`src/hbsf_pkg.sv`:
```
package hbsf_pkg;

  localparam logic [7:0]  FLAG_OCTET = 8'h7E;
  localparam logic [7:0]  ESC_OCTET  = 8'h7D;
  localparam logic [7:0]  ESC_XOR    = 8'h20;
  localparam logic [7:0]  CTRL_LIMIT = 8'h1F;
  localparam logic [15:0] CRC_POLY   = 16'hA001;
  localparam logic [15:0] CRC_INIT   = 16'hFFFF;

  // Longest burst: a flag and two escaped octets (header or CRC).
  localparam int MAX_RESULTS = 5;
  localparam int CNT_W       = $clog2(MAX_RESULTS + 1);

  typedef enum logic [1:0] {
    OP_START   = 2'd0,
    OP_PAYLOAD = 2'd1,
    OP_END     = 2'd2,
    OP_UNUSED  = 2'd3
  } opcode_t;

  // Line octets caused by one input item, bytes[0] goes out first.
  typedef struct packed {
    logic [CNT_W-1:0]             count;
    logic                         closing;
    logic [MAX_RESULTS-1:0][7:0]  bytes;
  } burst_t;

  // CRC-16, reflected poly, one octet LSB first.
  function automatic logic [15:0] crc_byte(input logic [15:0] crc_in,
                                           input logic [7:0]  octet);
    logic [15:0] c;
    c = crc_in ^ {8'h00, octet};
    for (int b = 0; b < 8; b++) begin
      if (c[0]) begin
        c = (c >> 1) ^ CRC_POLY;
      end else begin
        c = c >> 1;
      end
    end
    return c;
  endfunction

  function automatic logic needs_escape(input logic [7:0] octet);
    return (octet < CTRL_LIMIT) || (octet inside {FLAG_OCTET, ESC_OCTET});
  endfunction

  function automatic burst_t put_raw(input burst_t b, input logic [7:0] octet);
    burst_t r;
    r = b;
    r.bytes[r.count] = octet;
    r.count = r.count + CNT_W'(1);
    return r;
  endfunction

  function automatic burst_t put_escaped(input burst_t b, input logic [7:0] octet);
    burst_t r;
    if (needs_escape(octet)) begin
      r = put_raw(put_raw(b, ESC_OCTET), octet ^ ESC_XOR);
    end else begin
      r = put_raw(b, octet);
    end
    return r;
  endfunction

endpackage

```
`src/hdlc_byte_stuff_framer.sv`:
```
// HDLC-style async transmit framer with byte stuffing and CRC-16 (0xA001).
// Input channel (in_*): one item per transfer; opcode 0 opens a frame with
//   address and control, 1 sends a payload octet, 2 closes the frame with
//   CRC high, CRC low and the closing flag. Payload/end outside a frame and
//   opcode 3 are taken and dropped without output.
// Result channel (out_*): one line octet per transfer; out_run_last marks
//   the last octet caused by an item, out_closing_flag the frame's end flag.
// Path: an accepted item's octets go to the burst buffer, then the output
//   register. The framing state (CRC, frame open) updates at accept.
// Throughput: one octet per cycle while out_stall is low. An item making 1 to 5
//   octets holds in_stall high until its last octet is taken; the next item is taken
//   in the same cycle the last octet of the current one moves to the output register.
// Out stall: the output register holds, the burst buffer holds, and
//   in_stall stays high once the buffer has octets left.
// Reset (rst_n low, synchronous): CRC back to 0xFFFF, no frame open,
//   buffer and output register empty.
module hdlc_byte_stuff_framer (
  input  logic       clk,
  input  logic       rst_n,
  input  logic       in_valid,
  output logic       in_stall,
  input  logic [1:0] in_opcode,
  input  logic [7:0] in_address_byte,
  input  logic [7:0] in_control_byte,
  input  logic [7:0] in_payload_byte,
  output logic       out_valid,
  input  logic       out_stall,
  output logic [7:0] out_line_byte,
  output logic       out_run_last,
  output logic       out_closing_flag
);
  import hbsf_pkg::*;

  burst_t burst;
  logic   accept;
  logic   free;
  logic   load;

  assign in_stall = !free;
  assign accept   = in_valid && !in_stall;
  // dropped items produce an empty burst and load nothing
  assign load     = accept && (burst.count != '0);

  hbsf_frame_ctl u_ctl (
    .clk          (clk),
    .rst_n        (rst_n),
    .accept       (accept),
    .opcode       (in_opcode),
    .address_byte (in_address_byte),
    .control_byte (in_control_byte),
    .payload_byte (in_payload_byte),
    .burst        (burst)
  );

  hbsf_burst_out u_out (
    .clk              (clk),
    .rst_n            (rst_n),
    .load             (load),
    .burst            (burst),
    .free             (free),
    .out_valid        (out_valid),
    .out_stall        (out_stall),
    .out_line_byte    (out_line_byte),
    .out_run_last     (out_run_last),
    .out_closing_flag (out_closing_flag)
  );

endmodule

```
`src/hbsf_frame_ctl.sv`:
```
module hbsf_frame_ctl (
  input  logic            clk,
  input  logic            rst_n,
  input  logic            accept,
  input  logic [1:0]      opcode,
  input  logic [7:0]      address_byte,
  input  logic [7:0]      control_byte,
  input  logic [7:0]      payload_byte,
  output hbsf_pkg::burst_t burst
);
  import hbsf_pkg::*;

  logic [15:0] crc_r, crc_nxt;
  logic        in_frame_r, in_frame_nxt;

  always_comb begin
    burst        = '0;
    crc_nxt      = crc_r;
    in_frame_nxt = in_frame_r;
    case (opcode_t'(opcode))
      OP_START: begin
        // a start inside a frame simply abandons the old one
        crc_nxt      = crc_byte(crc_byte(CRC_INIT, address_byte), control_byte);
        in_frame_nxt = 1'b1;
        burst        = put_raw(burst, FLAG_OCTET);
        burst        = put_escaped(burst, address_byte);
        burst        = put_escaped(burst, control_byte);
      end
      OP_PAYLOAD: begin
        if (in_frame_r) begin
          crc_nxt = crc_byte(crc_r, payload_byte);
          burst   = put_escaped(burst, payload_byte);
        end
      end
      OP_END: begin
        if (in_frame_r) begin
          crc_nxt       = CRC_INIT;
          in_frame_nxt  = 1'b0;
          burst         = put_escaped(burst, crc_r[15:8]);
          burst         = put_escaped(burst, crc_r[7:0]);
          burst         = put_raw(burst, FLAG_OCTET);
          burst.closing = 1'b1;
        end
      end
      default: begin
      end
    endcase
  end

  always_ff @(posedge clk) begin
    if (!rst_n) begin
      crc_r      <= CRC_INIT;
      in_frame_r <= 1'b0;
    end else if (accept) begin
      crc_r      <= crc_nxt;
      in_frame_r <= in_frame_nxt;
    end
  end

endmodule

```
`src/hbsf_burst_out.sv`:
```
module hbsf_burst_out (
  input  logic             clk,
  input  logic             rst_n,
  input  logic             load,
  input  hbsf_pkg::burst_t burst,
  output logic             free,
  output logic             out_valid,
  input  logic             out_stall,
  output logic [7:0]       out_line_byte,
  output logic             out_run_last,
  output logic             out_closing_flag
);
  import hbsf_pkg::*;

  logic [MAX_RESULTS-1:0][7:0] buf_r;
  logic [CNT_W-1:0]            rem_r;
  logic                        close_r;
  logic                        out_valid_r;
  logic [7:0]                  line_r;
  logic                        last_r;
  logic                        closing_r;

  logic out_adv, take, last;

  assign out_adv = !out_valid_r || !out_stall;
  assign take    = (rem_r != '0) && out_adv;
  assign last    = (rem_r == CNT_W'(1));
  assign free    = (rem_r == '0) || (take && last);

  // burst shift buffer
  always_ff @(posedge clk) begin
    if (!rst_n) begin
      rem_r <= '0;
    end else if (load) begin
      rem_r <= burst.count;
    end else if (take) begin
      rem_r <= rem_r - CNT_W'(1);
    end
  end

  always_ff @(posedge clk) begin
    if (load) begin
      buf_r   <= burst.bytes;
      close_r <= burst.closing;
    end else if (take) begin
      buf_r   <= {8'h00, buf_r[MAX_RESULTS-1:1]};
    end
  end

  // output register
  always_ff @(posedge clk) begin
    if (!rst_n) begin
      out_valid_r <= 1'b0;
    end else if (take) begin
      out_valid_r <= 1'b1;
    end else if (out_adv) begin
      out_valid_r <= 1'b0;
    end
  end

  always_ff @(posedge clk) begin
    if (take) begin
      line_r    <= buf_r[0];
      last_r    <= last;
      closing_r <= last && close_r;
    end
  end

  assign out_valid        = out_valid_r;
  assign out_line_byte    = line_r;
  assign out_run_last     = last_r;
  assign out_closing_flag = closing_r;

endmodule

```
`config.mk`:
```
export PLATFORM = sky130hd
export DESIGN_NAME = hdlc_byte_stuff_framer
export DESIGN_NICKNAME = d
export VERILOG_FILES = /design/src/hbsf_pkg.sv /design/src/hdlc_byte_stuff_framer.sv /design/src/hbsf_frame_ctl.sv /design/src/hbsf_burst_out.sv
export SDC_FILE = /design/constraint.sdc
export NUM_CORES = 1
export LEC_CHECK = 0
export BUFFER_PORTS_ARGS = -buffer_cell sky130_fd_sc_hd__buf_4
export CORE_MARGIN = 3
export CORE_UTILIZATION = 30
export DETAILED_ROUTE_END_ITERATION = 7
export SLEW_MARGIN = 20
export SYNTH_ARGS = -nofsm -noshare
export SYNTH_HDL_FRONTEND = slang
export SYNTH_SLANG_ARGS = --single-unit
```
`constraint.sdc`:
```
create_clock -name clk -period 6.76 [get_ports clk]
set_clock_uncertainty 0.15 [all_clocks]
set_input_delay 2.028 -clock clk [delete_from_list [all_inputs] [get_ports clk]]
set_output_delay 2.028 -clock clk [all_outputs]
set_load 0.05 [all_outputs]
```
# After elaboration in Yosys (flattened, before gate mapping)
# Cells that the tools add are included.
# Widths: inputs -> output; s select.
# totals
regBits	72
elab_cells	215
ramBits	0
memories	0
out_inout_bits	12
latch_bits	0
rom_bits	0
# classes
n_mul	0
reduce_logical	35
n_div	0
n_shift	0
magnitude_cmp	15
bitwise	41
n_mux	90
eq_ne	15
addsub	6
# ops
operator	n
$mux 16	55
$mux 44	9
$bwmux 40	4
$pmux 44 s3	1
$demux 8 s3	5
$or 30x30->30	3
$mux 43	2
$eq 8x7->1 const B	10
$mux 40	2
$not 2->3	24
$pmux 16 s3	1
$mux 42	1
$lt 8x5->1 const B	5
$mux 8	5
$xor 16x8->16	2
$and 10x10->10	3
$not 10->10	3
$lt 3x4->1 const B	5
$not 8->16	1
$reduce_bool 2->1	8
$add 3x1->3 const B	5
$ge 3x1->1 const B	5
$logic_and 1x1->1	10
$reduce_bool 3->1	3
other kinds (15)	30

# Longest topological paths before layout
# Gate-level depths: netlist of run 1.
# logic_depth
ltp_word	50
depth_mapped	16
mapped_depth_nobuf	14

# Hierarchy
# A second synthesis of run 1 with hierarchy kept.
# hier_totals
hier_cells	543
hier_area_um2	5097.4
# modules_own_cells
module	n_inst	area_each_um2	cells_each
hbsf_frame_ctl	1	2817.7	409
hbsf_burst_out	1	2259.7	131
hdlc_byte_stuff_framer	1	20.0	3

# Worst setup path after synthesis of run 1
# No wires, ideal clock.
# synth_timing
path_type	input port to flip-flop
startpoint	in in_address_byte[7]
endpoint	reg u_out.rem_r[1]
setup_time_ns	0.123
t_required_ns	6.487
path_stages	14
t_arrival_ns	5.252
slack_ns	1.235
path_cell_list	inv_1 > ha_1 > inv_1 > o21ai_0 > nand2_1 > inv_1 > clkbuf_1 > ha_1 > inv_1 > a21oi_1 > nand2_1 > o31ai_4 > nand2b_1 > o221a_2
# synth_between
elab_chain_cells	12
elab_cells_between_ends	15
classes_between	2 x add/sub; 1 x order compare; 2 x eq/ne; 5 x mux; 5 x reduce/logical
# synth_lines
element	line	text
start: declaration	hdlc_byte_stuff_framer.sv:23	input logic [7:0] in_address_byte,
branches (longest 2 deep; another with $lt 8x5->1)	--	
$logic_or 1x1->1 (*)	hbsf_pkg.sv:44	return (octet < CTRL_LIMIT) || (octet inside {FLAG_OCTET, ESC_OCTET});
$mux 42 (*)	hbsf_pkg.sv:57	if (needs_escape(octet)) begin
$mux 44 (*)	hbsf_frame_ctl.sv:20	case (opcode_t'(opcode))
$add 3x1->3 (*)	hbsf_pkg.sv:51	r.count = r.count + CNT_W'(1);
$add 3x1->3	hbsf_pkg.sv:51	
$mux 44 (*)	hbsf_pkg.sv:57	
$pmux 44 s3 (*)	hbsf_frame_ctl.sv:20	
$reduce_bool 3->1	hdlc_byte_stuff_framer.sv:42	assign load = accept && (burst.count != '0);
$logic_and 1x1->1	hdlc_byte_stuff_framer.sv:42	
$mux 3 / $reduce_bool 2->1 (equally long branches)	--	
end signal: assignment	hbsf_burst_out.sv:35	rem_r <= burst.count;
end signal: assignment	hbsf_burst_out.sv:37	rem_r <= rem_r - CNT_W'(1);
end: declaration	hbsf_burst_out.sv:16	logic [CNT_W-1:0] rem_r;
# Every way passes the cells marked *. The select of a mux whose other input is x is not followed.
# A chain may end at the register's enable or synchronous reset.

# Final worst setup path of run 1
# layout_timing
startpoint	in in_address_byte[7]
endpoint	reg u_out.buf_r[30] (netlist bit), data pin
# layout_between
elab_chain_cells	14
elab_cells_between_ends	27
classes_between	2 x add/sub; 5 x order compare; 2 x eq/ne; 11 x mux; 1 x bitwise; 6 x reduce/logical
# layout_lines
element	line	text
branches (longest 2 deep; another with $lt 8x5->1)	--	
$logic_or 1x1->1 (*)	hbsf_pkg.sv:44	
$mux 42 (*)	hbsf_pkg.sv:57	
$mux 44 (*)	hbsf_frame_ctl.sv:20	
$add 3x1->3 (tied with other cells)	hbsf_pkg.sv:51	
$lt 3x4->1 (implied by the code) (tied with other cells)	hbsf_pkg.sv:50	r.bytes[r.count] = octet;
$logic_and 1x1->1 (implied by the code) / $mux 8 (equally long branches)	hbsf_pkg.sv:50	
$mux 8 (implied by the code) / $demux 8 s3 (equally long branches)	--	
$demux 8 s3 / $or 30x30->30 (equally long branches)	--	
$bwmux 40	hbsf_pkg.sv:50	
$mux 44 (*)	hbsf_pkg.sv:57	
$pmux 44 s3 (*)	hbsf_frame_ctl.sv:20	
$mux 40 (*)	hbsf_burst_out.sv:42	if (load) begin
end signal: assignment	hbsf_burst_out.sv:43	buf_r <= burst.bytes;
end signal: assignment	hbsf_burst_out.sv:46	buf_r <= {8'h00, buf_r[MAX_RESULTS-1:1]};
end: declaration	hbsf_burst_out.sv:15	logic [MAX_RESULTS-1:0][7:0] buf_r;
# Marks and branches as above.

==> results of run 1 <==
-- sequential cells by signal, indices dropped and copies added (netlist names) --
register / cells
u_ctl.crc_r: 16
u_out.out_valid: 1
u_out.rem_r: 3
u_out.out_closing_flag: 1
u_out.buf_r: 40
u_ctl.in_frame_r: 1
u_out.out_run_last: 1
u_out.close_r: 1
u_out.out_line_byte: 8
-- stage by stage --
stage / hold slack, ns / worst slack [ns]
final: 0.2657 / 1.132
after global routing: 0.2697 / 0.8546
after CTS: 0.2675 / 1.254
after detailed placement: 0.2545 / 0.8902
after global placement: 0.2545 / 1.040
after floorplan: 0.2503 / 1.235
-- layout make-up --
type                       instances  share of cell area [%]
multi-input combinational        400                   48.17
tap                              216                   4.706
clock inverter                     6                   1.046
timing repair buffer              47                   6.144
clock buffer                      10                   3.987
inverter                          30                   1.961
sequential                        72                   33.99
-- worst paths after layout --
| path | end | slack [ns] | depth (start not counted) |
|---|---|---|---|
| setup / recovery | u_out.buf_r[30] | 1.13 | 13 |
| hold / removal | u_out.out_line_byte[2] | 0.27 | 0 |
| setup reg to reg | u_out.buf_r[30] | 2.45 | 12 |
| hold reg to reg | u_out.out_line_byte[2] | 0.27 | 0 |
-- power groups by stage --
stage | clock, mW | combinational [mW] | sequential (mW)
floorplan | 0 | 0.606 | 0.949
detailed placement | 0 | 0.955 | 0.865
global route | 0.500 | 1.05 | 0.875
global placement | 0 | 0.944 | 0.859
CTS | 0.479 | 0.962 | 0.856
finish | 0.473 | 0.963 | 0.858
-- Yosys cell counts, types with 2 or more instances --
master,number
nor3_1,4
clkbuf_1,28
o311ai_0,6
a31oi_1,24
nand2_1,55
a31o_2,2
xnor2_1,28
o31a_1,2
mux2_2,3
o22a_1,2
o31ai_1,2
xor2_1,8
and2_1,6
maj3_1,10
nand4_1,3
a2bb2oi_1,8
o211ai_1,8
o22ai_1,3
nor2b_1,6
a211o_1,2
o21a_1,5
a21o_1,2
a21boi_0,2
and3_1,4
ha_1,28
nor2_1,42
o221ai_1,6
mux2i_1,4
a32oi_1,3
o2111ai_1,2
a21oi_1,40
a41oi_1,7
inv_2,2
nand3_1,6
xnor3_1,4
nand2b_1,2
inv_1,27
o21ai_0,39
dfxtp_1,21
a211oi_1,6
edfxtp_1,51
buf_2,7
-- cells by family (layout without fill, tap and decap cells) --
kind of cell	count (synthesis)	after routing	share of synthesized area [%]
XOR/XNOR	42	42	8.923
AO/OA/AOI/OAI	180	180	24.09
buffers and inverters	70	93	5.764
multiplexers	7	7	1.479
adder cells (fa/ha/maj)	38	38	9.023
flip-flops	72	72	39.10
AND/OR/NAND/NOR	132	132	11.55
other	1	1	0.07512
-- routing by layer --
layer	share of wire [%]	global-route usage, %
met3	11	5.328
met4	4.1	6.719
met2	42	23.01
met1	44	22.28
met5	0	0
==> results.py, run 1 <==
metrics = {
    "logic_synthesis": {
        "synthCells": 542,
        "ys_top_cells_by_area": "edfxtp_1 (31%), dfxtp_1 (8.4%), ha_1 (7.0%)",
        "synth-edff-count": 51,
        "synth_nets": 600,
        "mappedNetlistArea_um2": 4992,
        "synth_top_area_share_pct": 30.68,
        "yosysSeqAreaShare_pct": 39.10,
        "yosys_warnings": 0,
        "ys.flop_type": "edfxtp_1",
        "ys_types": 64,
        "synth_top_area_cell": "edfxtp_1",
        "ys_ff_latch": 72,
        "syn_avg_cell_area_um2": 9.211,
        "async_reset_ff_share_pct": 0,
    },
    "detailed_routing": {
        "dr.pass1.iters": 5,
        "routed_via_density": 5.563,
        "drcViolationCount": 0,
        "drt-wirelength-per-cell_um": 18.90,
        "via_count": 4345,
        "drt-total-wl_um": 14760,
        "postRouteAntennaNets": 0,
        "first_iter_violations": 637,
    },
    "power_and_ir_drop": {
        "p_leak_nw": 2.206,
        "pwr-share-clk_pct": 20.6,
        "swShare_pct": 38.88,
        "p_switching_uw": 891.9,
        "power_mw": 2.294,
        "pwr_density_cell_nw_per_um2": 399.5,
        "p_seq_share_pct": 37.4,
        "combPwrFrac_pct": 42.0,
        "p_int_mw": 1.402,
        "ir_drop_mv": 0.1577,
    },
    "clock_network": {
        "ctsHoldBuffers": 0,
        "clockBufferDepth": 2,
        "clock-sinks": 72,
        "path_clk_slew_ns": 0.06,
        "post_cts_buffers": 0,
        "tritoncts": "yes",
        "tritoncts.num_buffers": 9,
        "ctsResizeCount": 0,
        "clk_latency_ns": 0.34,
        "cts-root-buf": "clkbuf_16",
        "h-tree-depth": 3,
    },
    "layout": {
        "design_area_um2": 5743,
        "drive_above_1_share_pct": 13.45,
        "final_core_util_pct": 35.76,
        "final_common_cell": "nand2_1",
        "n_fill_cell": 1627,
        "fin_nets": 618,
        "seq_area_um2": 1952,
        "multi_input_area_um2": 2766,
        "syn2layout_area_growth_pct": 15.04,
        "instances_no_fill": 781,
        "layout_common_cells": "nand2_1 (55), edfxtp_1 (51), buf_4 (47)",
        "antenna_cells": 0,
    },
    "hold_path": {
        "hold_class": "reg -> reg",
        "min_from": "u_out.buf_r[2]",
    },
    "floorplanning": {
        "ioPinCount": 42,
        "rows": 46,
        "core_area_um2": 16060,
        "fp.dieH_um": 135,
        "start_util_pct": 31.09,
        "dieWidth_um": 135,
        "die_area_um2": 18230,
    },
    "critical_path": {
        "worstReg2RegStart": "u_ctl.crc_r[4]",
        "worstSetupEndpointType": "flop",
        "cp_slowest_cell": "inv_2",
        "crit_chain": "buf_4 > inv_1 > ha_1 > inv_1 > o21ai_0 > nand2_1 > inv_1 > ha_1 > o22ai_1 > o31ai_4 > inv_2 > o221ai_1 > o21a_1",
        "worst-path-max-fanout": 60,
        "cp-startpoint": "in_address_byte[7]",
        "critPathRequiredTime_ns": 6.71,
        "cp_common_cell": "inv_1",
        "max_stage_delay_ns": 0.69,
        "path_class": "in -> reg",
        "path_delay_family": "buffers and inverters",
        "cp.arrival_ns": 5.58,
        "crit_buf_inv": 5,
        "startpoint_type": "primary input",
    },
    "global_routing": {
        "grt_max_degree": 61,
        "grt_overflow_total": 0,
        "grt_pass1_vias": 4061,
        "grt_pass1_wl_um": 22630,
        "grt_antenna_before_repair": 0,
        "grt_use_total_pct": 16.09,
    },
    "sta": {
        "hold_violations": 0,
        "final-max-slew-violation-count": 0,
        "period_share_pct": 83.26,
        "fmax_ghz": 0.1777,
        "finalSetupTns_ns": 0,
        "fin_crit_ns": 5.628,
        "worstMarginPinSlew_ns": 0.9312,
        "slew_headroom_pct": 37.83,
        "rsz0062_at_grt": "no",
        "finalSetupViolCount": 0,
    },
    "placed_design": {
        "dp_hpwl_um": 10790,
        "dpl.cell_count": 765,
        "place_area_um2": 5446,
        "gp_congestion": 1.000,
        "port_buffers": 41,
    },
    "run_status": {
        "status": "complete, no violations",
    },
    "flow_run": {
        "cap_violations": 0,
    },
}
(Power assumes the default switching activity.)
==> inputs of run 2 (changes only) <==
==> constraint.sdc (replaced) <==
create_clock -name clk -period 4.7 [get_ports clk]
set_clock_uncertainty 0.15 [all_clocks]
set_input_delay 1.41 -clock clk [delete_from_list [all_inputs] [get_ports clk]]
set_output_delay 1.41 -clock clk [all_outputs]
set_load 0.05 [all_outputs]
==> run 2 against run 1 <==
Final cell count increased by 1.2%. Core utilization increased by 0.55 points. Worst setup slack got worse by 0.51 ns. Register-to-register slack got worse by 1.6 ns. Highest routed layer unchanged. Global-route usage increased by 0.50 points. Combinational power increased by 45%. Critical path depth decreased by 1. Design area increased by 1.5%. Sequential power increased by 45%. Total power increased by 46%. Sequential share of layout area decreased by 0.51 points. Count of clock-buffer cells in the layout increased by 1.
==> results.py, run 2 (same netlist as run 1, synthesis figures left out) <==
metrics = {
    "run_status": {
        "status": "complete, no violations",
    },
    "layout": {
        "final_core_util_pct": 36.31,
        "regMostFlops": "u_out.buf_r",
        "fin_nets": 627,
        "largest_reg_flops": 40,
        "drive_above_1_share_pct": 14.46,
        "layout_common_cells": "nand2_1 (55), buf_4 (55), edfxtp_1 (51)",
        "syn2layout_area_growth_pct": 16.79,
        "antenna_cells": 0,
    },
    "clock_network": {
        "tritoncts.num_buffers": 9,
        "ctsHoldBuffers": 0,
        "ctsResizeCount": 0,
        "h-tree-depth": 3,
        "clockBufferDepth": 2,
        "path_clk_slew_ns": 0.06,
        "cts-root-buf": "clkbuf_16",
        "clk_latency_ns": 0.34,
        "post_cts_buffers": 0,
        "tritoncts": "yes",
        "clock-sinks": 72,
    },
    "hold_path": {
        "hold_class": "reg -> reg",
    },
    "floorplanning": {
        "rows": 46,
        "core_area_um2": 16060,
        "fp.dieH_um": 135,
        "ioPinCount": 42,
        "die_area_um2": 18230,
        "dieWidth_um": 135,
        "start_util_pct": 31.09,
    },
    "global_routing": {
        "grt_pass1_vias": 4013,
        "grt_overflow_total": 0,
        "grt_use_total_pct": 16.59,
        "grt_antenna_before_repair": 0,
        "grt_max_degree": 42,
        "grt_pass1_wl_um": 23240,
    },
    "detailed_routing": {
        "drcViolationCount": 0,
        "first_iter_violations": 606,
        "dr.pass1.iters": 5,
        "via_count": 4269,
        "postRouteAntennaNets": 0,
        "routed_via_density": 5.404,
        "drt-total-wl_um": 14780,
        "drt-wirelength-per-cell_um": 18.71,
    },
    "sta": {
        "final-max-slew-violation-count": 0,
        "fmax_ghz": 0.2454,
        "period_share_pct": 86.70,
        "worstMarginPinSlew_ns": 0.8092,
        "finalSetupViolCount": 0,
        "slew_headroom_pct": 45.64,
        "finalSetupTns_ns": 0,
        "fin_crit_ns": 4.075,
        "rsz0062_at_grt": "no",
        "hold_slack_ns": 0.2654,
        "hold_violations": 0,
    },
    "critical_path": {
        "crit_chain": "buf_4 > inv_1 > ha_1 > a31o_2 > a21oi_1 > and2_1 > inv_1 > ha_1 > o22ai_1 > o31ai_4 > nand2b_2 > buf_4",
        "worst-path-max-fanout": 36,
        "path_delay_family": "compound AO/OA/AOI/OAI gates",
        "cp_slowest_cell": "buf_4",
        "cp.arrival_ns": 3.92,
        "crit_buf_inv": 4,
        "path_class": "in -> reg",
        "critPathRequiredTime_ns": 4.54,
        "worstSetupEndpointType": "flop",
        "max_stage_delay_ns": 0.43,
        "startpoint_type": "primary input",
    },
    "power_and_ir_drop": {
        "pwr-share-clk_pct": 21.4,
        "p_leak_nw": 2.257,
        "ir_drop_mv": 0.2637,
        "p_seq_share_pct": 36.9,
        "swShare_pct": 37.97,
        "p_switching_mw": 1.274,
        "p_int_mw": 2.082,
        "pwr_density_cell_nw_per_um2": 575.6,
        "combPwrFrac_pct": 41.7,
    },
    "placed_design": {
        "port_buffers": 41,
        "gp_congestion": 0.9377,
        "dp_hpwl_um": 11030,
    },
    "flow_run": {
        "cap_violations": 0,
    },
}
[run 2: path summary, 6_finish.rpt]
kind,start,endpoint,slack (ns),depth (start not counted)
setup / recovery,in_control_byte[5],u_out.buf_r[25],0.63,12
hold / removal,u_out.buf_r[7],u_out.out_line_byte[7],0.27,0
setup reg to reg,u_ctl.crc_r[11],u_out.buf_r[25],0.89,12
hold reg to reg,u_out.buf_r[7],u_out.out_line_byte[7],0.27,0
[run 2: final cells by class]
type / count / area [um2]
sequential: 72 / 1952
clock inverter: 5 / 71.32
multi-input combinational: 400 / 2759
timing repair buffer: 56 / 432.9
inverter: 30 / 112.6
clock buffer: 11 / 232.7
fill: 1646 / 10230
tap: 216 / 270.3
[run 2: per-stage QoR]
stage	power (mW)	cell area (um2)	cells	worst slack, ns
floorplan	2.232	4995	542	0.2227
global placement	2.624	5527	774	0.3474
detailed placement	2.645	5527	774	0.2972
CTS	3.367	5831	790	0.6526
global route	3.550	5831	790	0.4460
finish	3.356	5831	790	0.6253
[run 2: power groups by stage]
stage | combinational, mW | clock [mW] | sequential, mW
final | 1.40 | 0.718 | 1.24
after global routing | 1.53 | 0.756 | 1.27
after CTS | 1.40 | 0.728 | 1.24
after detailed placement | 1.39 | 0 | 1.25
after global placement | 1.38 | 0 | 1.24
after floorplan | 0.874 | 0 | 1.36
[run 2: routing by layer]
metal	share of wire, %	vias to the layer above	wire length (um)	GRT usage, %
met3	7.2	14	1065	3.726
met5	0	-	0	0
li1	-	2032	-	-
met2	44	192	6573	24.49
met4	1.2	0	175	4.311
met1	47	2031	6964	24.55
==> inputs of run 3 (changes only) <==
--- a/config.mk
+++ b/config.mk
@@ -9,7 +9,9 @@
 export CORE_MARGIN = 3
 export CORE_UTILIZATION = 30
 export DETAILED_ROUTE_END_ITERATION = 7
+export SETUP_SLACK_MARGIN = 0.4
 export SLEW_MARGIN = 20
 export SYNTH_ARGS = -nofsm -noshare
 export SYNTH_HDL_FRONTEND = slang
+export SYNTH_HIERARCHICAL = 1
 export SYNTH_SLANG_ARGS = --single-unit
==> run 3 against run 2 <==
Via count rose by 1.2%. Final cell count rose by 1.0%. Total power fell by 13%. Die area rose by 2.0%. Non-clock buffer count fell by 2. Design area rose by 1.8%. Core utilization fell by 0.52 points. Worst setup slack improved by 0.010 ns. Routed wire length fell by 0.76%. Largest cell class unchanged.
==> results.py, run 3 <==
metrics = {
    "global_routing": {
        "grt_util_met1_pct": 22.71,
        "grt_pass1_vias": 4145,
        "grt_overflow_total": 0,
        "grt_use_total_pct": 16.27,
        "grtUsageMet2_pct": 24.19,
        "grt_pass1_wl_um": 22840,
        "grt_antenna_before_repair": 0,
        "grt_busiest_layer": "met2",
        "grt_max_degree": 41,
        "grt_util_met3_pct": 4.404,
    },
    "detailed_routing": {
        "via_count": 4321,
        "dr.pass1.iters": 5,
        "drcViolationCount": 0,
        "drt-total-wl_um": 14670,
        "postRouteAntennaNets": 0,
        "routed_via_density": 5.415,
        "drt-wirelength-per-cell_um": 18.38,
        "first_iter_violations": 498,
    },
    "floorplanning": {
        "dieWidth_um": 136.4,
        "start_util_pct": 30.74,
        "rows": 47,
        "die_area_um2": 18590,
        "core_area_um2": 16580,
        "ioPinCount": 42,
        "fp.dieH_um": 136.4,
    },
    "clock_network": {
        "clockBufferDepth": 2,
        "ctsResizeCount": 0,
        "tritoncts.num_buffers": 9,
        "path_clk_slew_ns": 0.06,
        "h-tree-depth": 3,
        "tritoncts": "yes",
        "clock-sinks": 72,
        "post_cts_buffers": 0,
        "clk_latency_ns": 0.34,
        "ctsHoldBuffers": 0,
        "cts-root-buf": "clkbuf_16",
    },
    "layout": {
        "drive_above_1_share_pct": 21.45,
        "n_fill_cell": 1720,
        "instances_no_fill": 798,
        "final_common_cell": "buf_4",
        "fin_nets": 631,
        "regMostFlops": "u_out/buf_r",
        "antenna_cells": 0,
        "syn2layout_area_growth_pct": 16.45,
        "layout_common_cells": "buf_4 (53), edfxtp_1 (51), a21oi_1 (50)",
        "largest_reg_flops": 40,
    },
    "logic_synthesis": {
        "async_reset_ff_share_pct": 0,
        "synth-edff-count": 51,
        "yosys_warnings": 6,
        "synth_common_cells": "edfxtp_1 (51), a21oi_1 (50), nand2_1 (47), nor2_1 (39), o21ai_0 (36)",
        "synth_nets": 601,
        "syn_avg_cell_area_um2": 9.387,
        "mappedNetlistArea_um2": 5097,
        "synth_top_area_cell": "edfxtp_1",
        "yosysSeqAreaShare_pct": 38.29,
        "synth_top_area_share_pct": 30.04,
        "synthCells": 543,
        "ys_types": 59,
        "ys_ff_latch": 72,
        "ys.flop_type": "edfxtp_1",
        "yosysMostFrequentCell": "edfxtp_1",
        "ys_top_cells_by_area": "edfxtp_1 (30%), dfxtp_1 (8.2%), mux2_2 (7.5%)",
    },
    "power_and_ir_drop": {
        "p_switching_mw": 1.062,
        "pwr-share-clk_pct": 21.4,
        "p_leak_nw": 2.311,
        "p_int_mw": 1.856,
        "power_mw": 2.919,
        "ir_drop_mv": 0.2866,
        "swShare_pct": 36.40,
        "combPwrFrac_pct": 38.4,
        "pwr_density_cell_nw_per_um2": 491.7,
        "p_seq_share_pct": 40.1,
    },
    "placed_design": {
        "gp_congestion": 0.9314,
        "port_buffers": 41,
        "dp_hpwl_um": 11090,
        "dpl.cell_count": 782,
    },
    "sta": {
        "hold_slack_ns": 0.2678,
        "hold_violations": 0,
        "finalSetupTns_ns": 0,
        "slew_headroom_pct": 43.83,
        "finalSetupViolCount": 0,
        "fmax_ghz": 0.2460,
        "worstMarginPinSlew_ns": 0.8388,
        "rsz0062_at_grt": "no",
        "period_share_pct": 86.48,
        "final-max-slew-violation-count": 0,
        "fin_crit_ns": 4.064,
    },
    "critical_path": {
        "worstReg2RegStart": "u_ctl/crc_r[10]",
        "worst-path-max-fanout": 40,
        "cp-startpoint": "in_control_byte[0]",
        "path_delay_family": "simple AND/OR/NAND/NOR gates",
        "max_stage_delay_ns": 0.47,
        "cp.arrival_ns": 3.95,
        "worstSetupEndpointType": "flop",
        "cp_slowest_cell": "or2_4",
        "crit_chain": "buf_4 > inv_1 > ha_1 > o211ai_1 > and2_1 > or2_4 > ha_4 > inv_2 > a221oi_2 > nor2_1 > o311a_2 > or2_4",
        "cp_common_cell": "or2_4",
        "crit_buf_inv": 3,
        "path_class": "in -> reg",
        "startpoint_type": "primary input",
        "critPathRequiredTime_ns": 4.58,
    },
    "run_status": {
        "status": "complete, no violations",
    },
    "hold_path": {
        "hold_class": "reg -> reg",
        "min_from": "u_out/buf_r[5]",
    },
    "flow_run": {
        "cap_violations": 0,
    },
}
[run 3: worst reg2reg max path: cells and delay by family (launching register included)]
family,cells,cell delay (ns)
buf+inv,1,0.24
fa+ha+maj,1,0.34
flops,1,0.37
simple gates,5,1.63
compound gates,3,0.84
[run 3: per-stage QoR]
step                utilization [%]  worst slack, ns  instance area, um2
floorplan                         -           0.3691                5171
global placement              34.19           0.3797                5669
detailed placement            34.19           0.3104                5669
CTS                           35.79           0.6689                5936
global route                  35.79           0.4736                5936
finish                        35.79           0.6355                5936
[run 3: layout make-up]
type | count | area [um2] | area share (%)
clock buffers | 11 | 232.7 | 3.921
clock inverters | 5 | 33.78 | 0.5691
inverters | 26 | 100.1 | 1.686
multi-input cells | 410 | 2924 | 49.26
flip-flops and latches | 72 | 1952 | 32.88
well taps | 220 | 275.3 | 4.637
repair buffers | 54 | 417.9 | 7.040
[run 3: logic make-up after synthesis]
logic type	share of synthesized area, %
buf+inv	5.130
simple gates	12.15
compound gates	20.91
fa+ha+maj	7.658
xor+xnor	8.272
mux	7.511
flops	38.29
other cells	0.07357
[run 3: final timing paths]
kind / cells past startpoint / to / slack (ns)
setup / recovery: 12 / u_out/buf_r[6] / 0.64
hold / removal: 0 / u_out/out_line_byte[5] / 0.27
hold reg to reg: 0 / u_out/out_line_byte[5] / 0.27
setup reg to reg: 10 / u_out/buf_r[6] / 0.74
[run 3: per-layer routing]
layer / part of all wire (%) / routed length, um / vias to the layer above
met4: 2.1 / 313 / 0
met1: 45 / 6663 / 2098
met5: 0 / 0 / -
met3: 8.0 / 1171 / 20
met2: 44 / 6516 / 168
li1: - / - / 2035
[run 3: power by group through the flow]
stage | Combinational (mW) | Clock (mW) | Sequential, mW
after floorplan | 0.674 | 0 | 1.32
after global placement | 1.09 | 0 | 1.18
after detailed placement | 1.12 | 0 | 1.19
after CTS | 1.13 | 0.646 | 1.18
after global routing | 1.22 | 0.674 | 1.21
final | 1.12 | 0.625 | 1.17
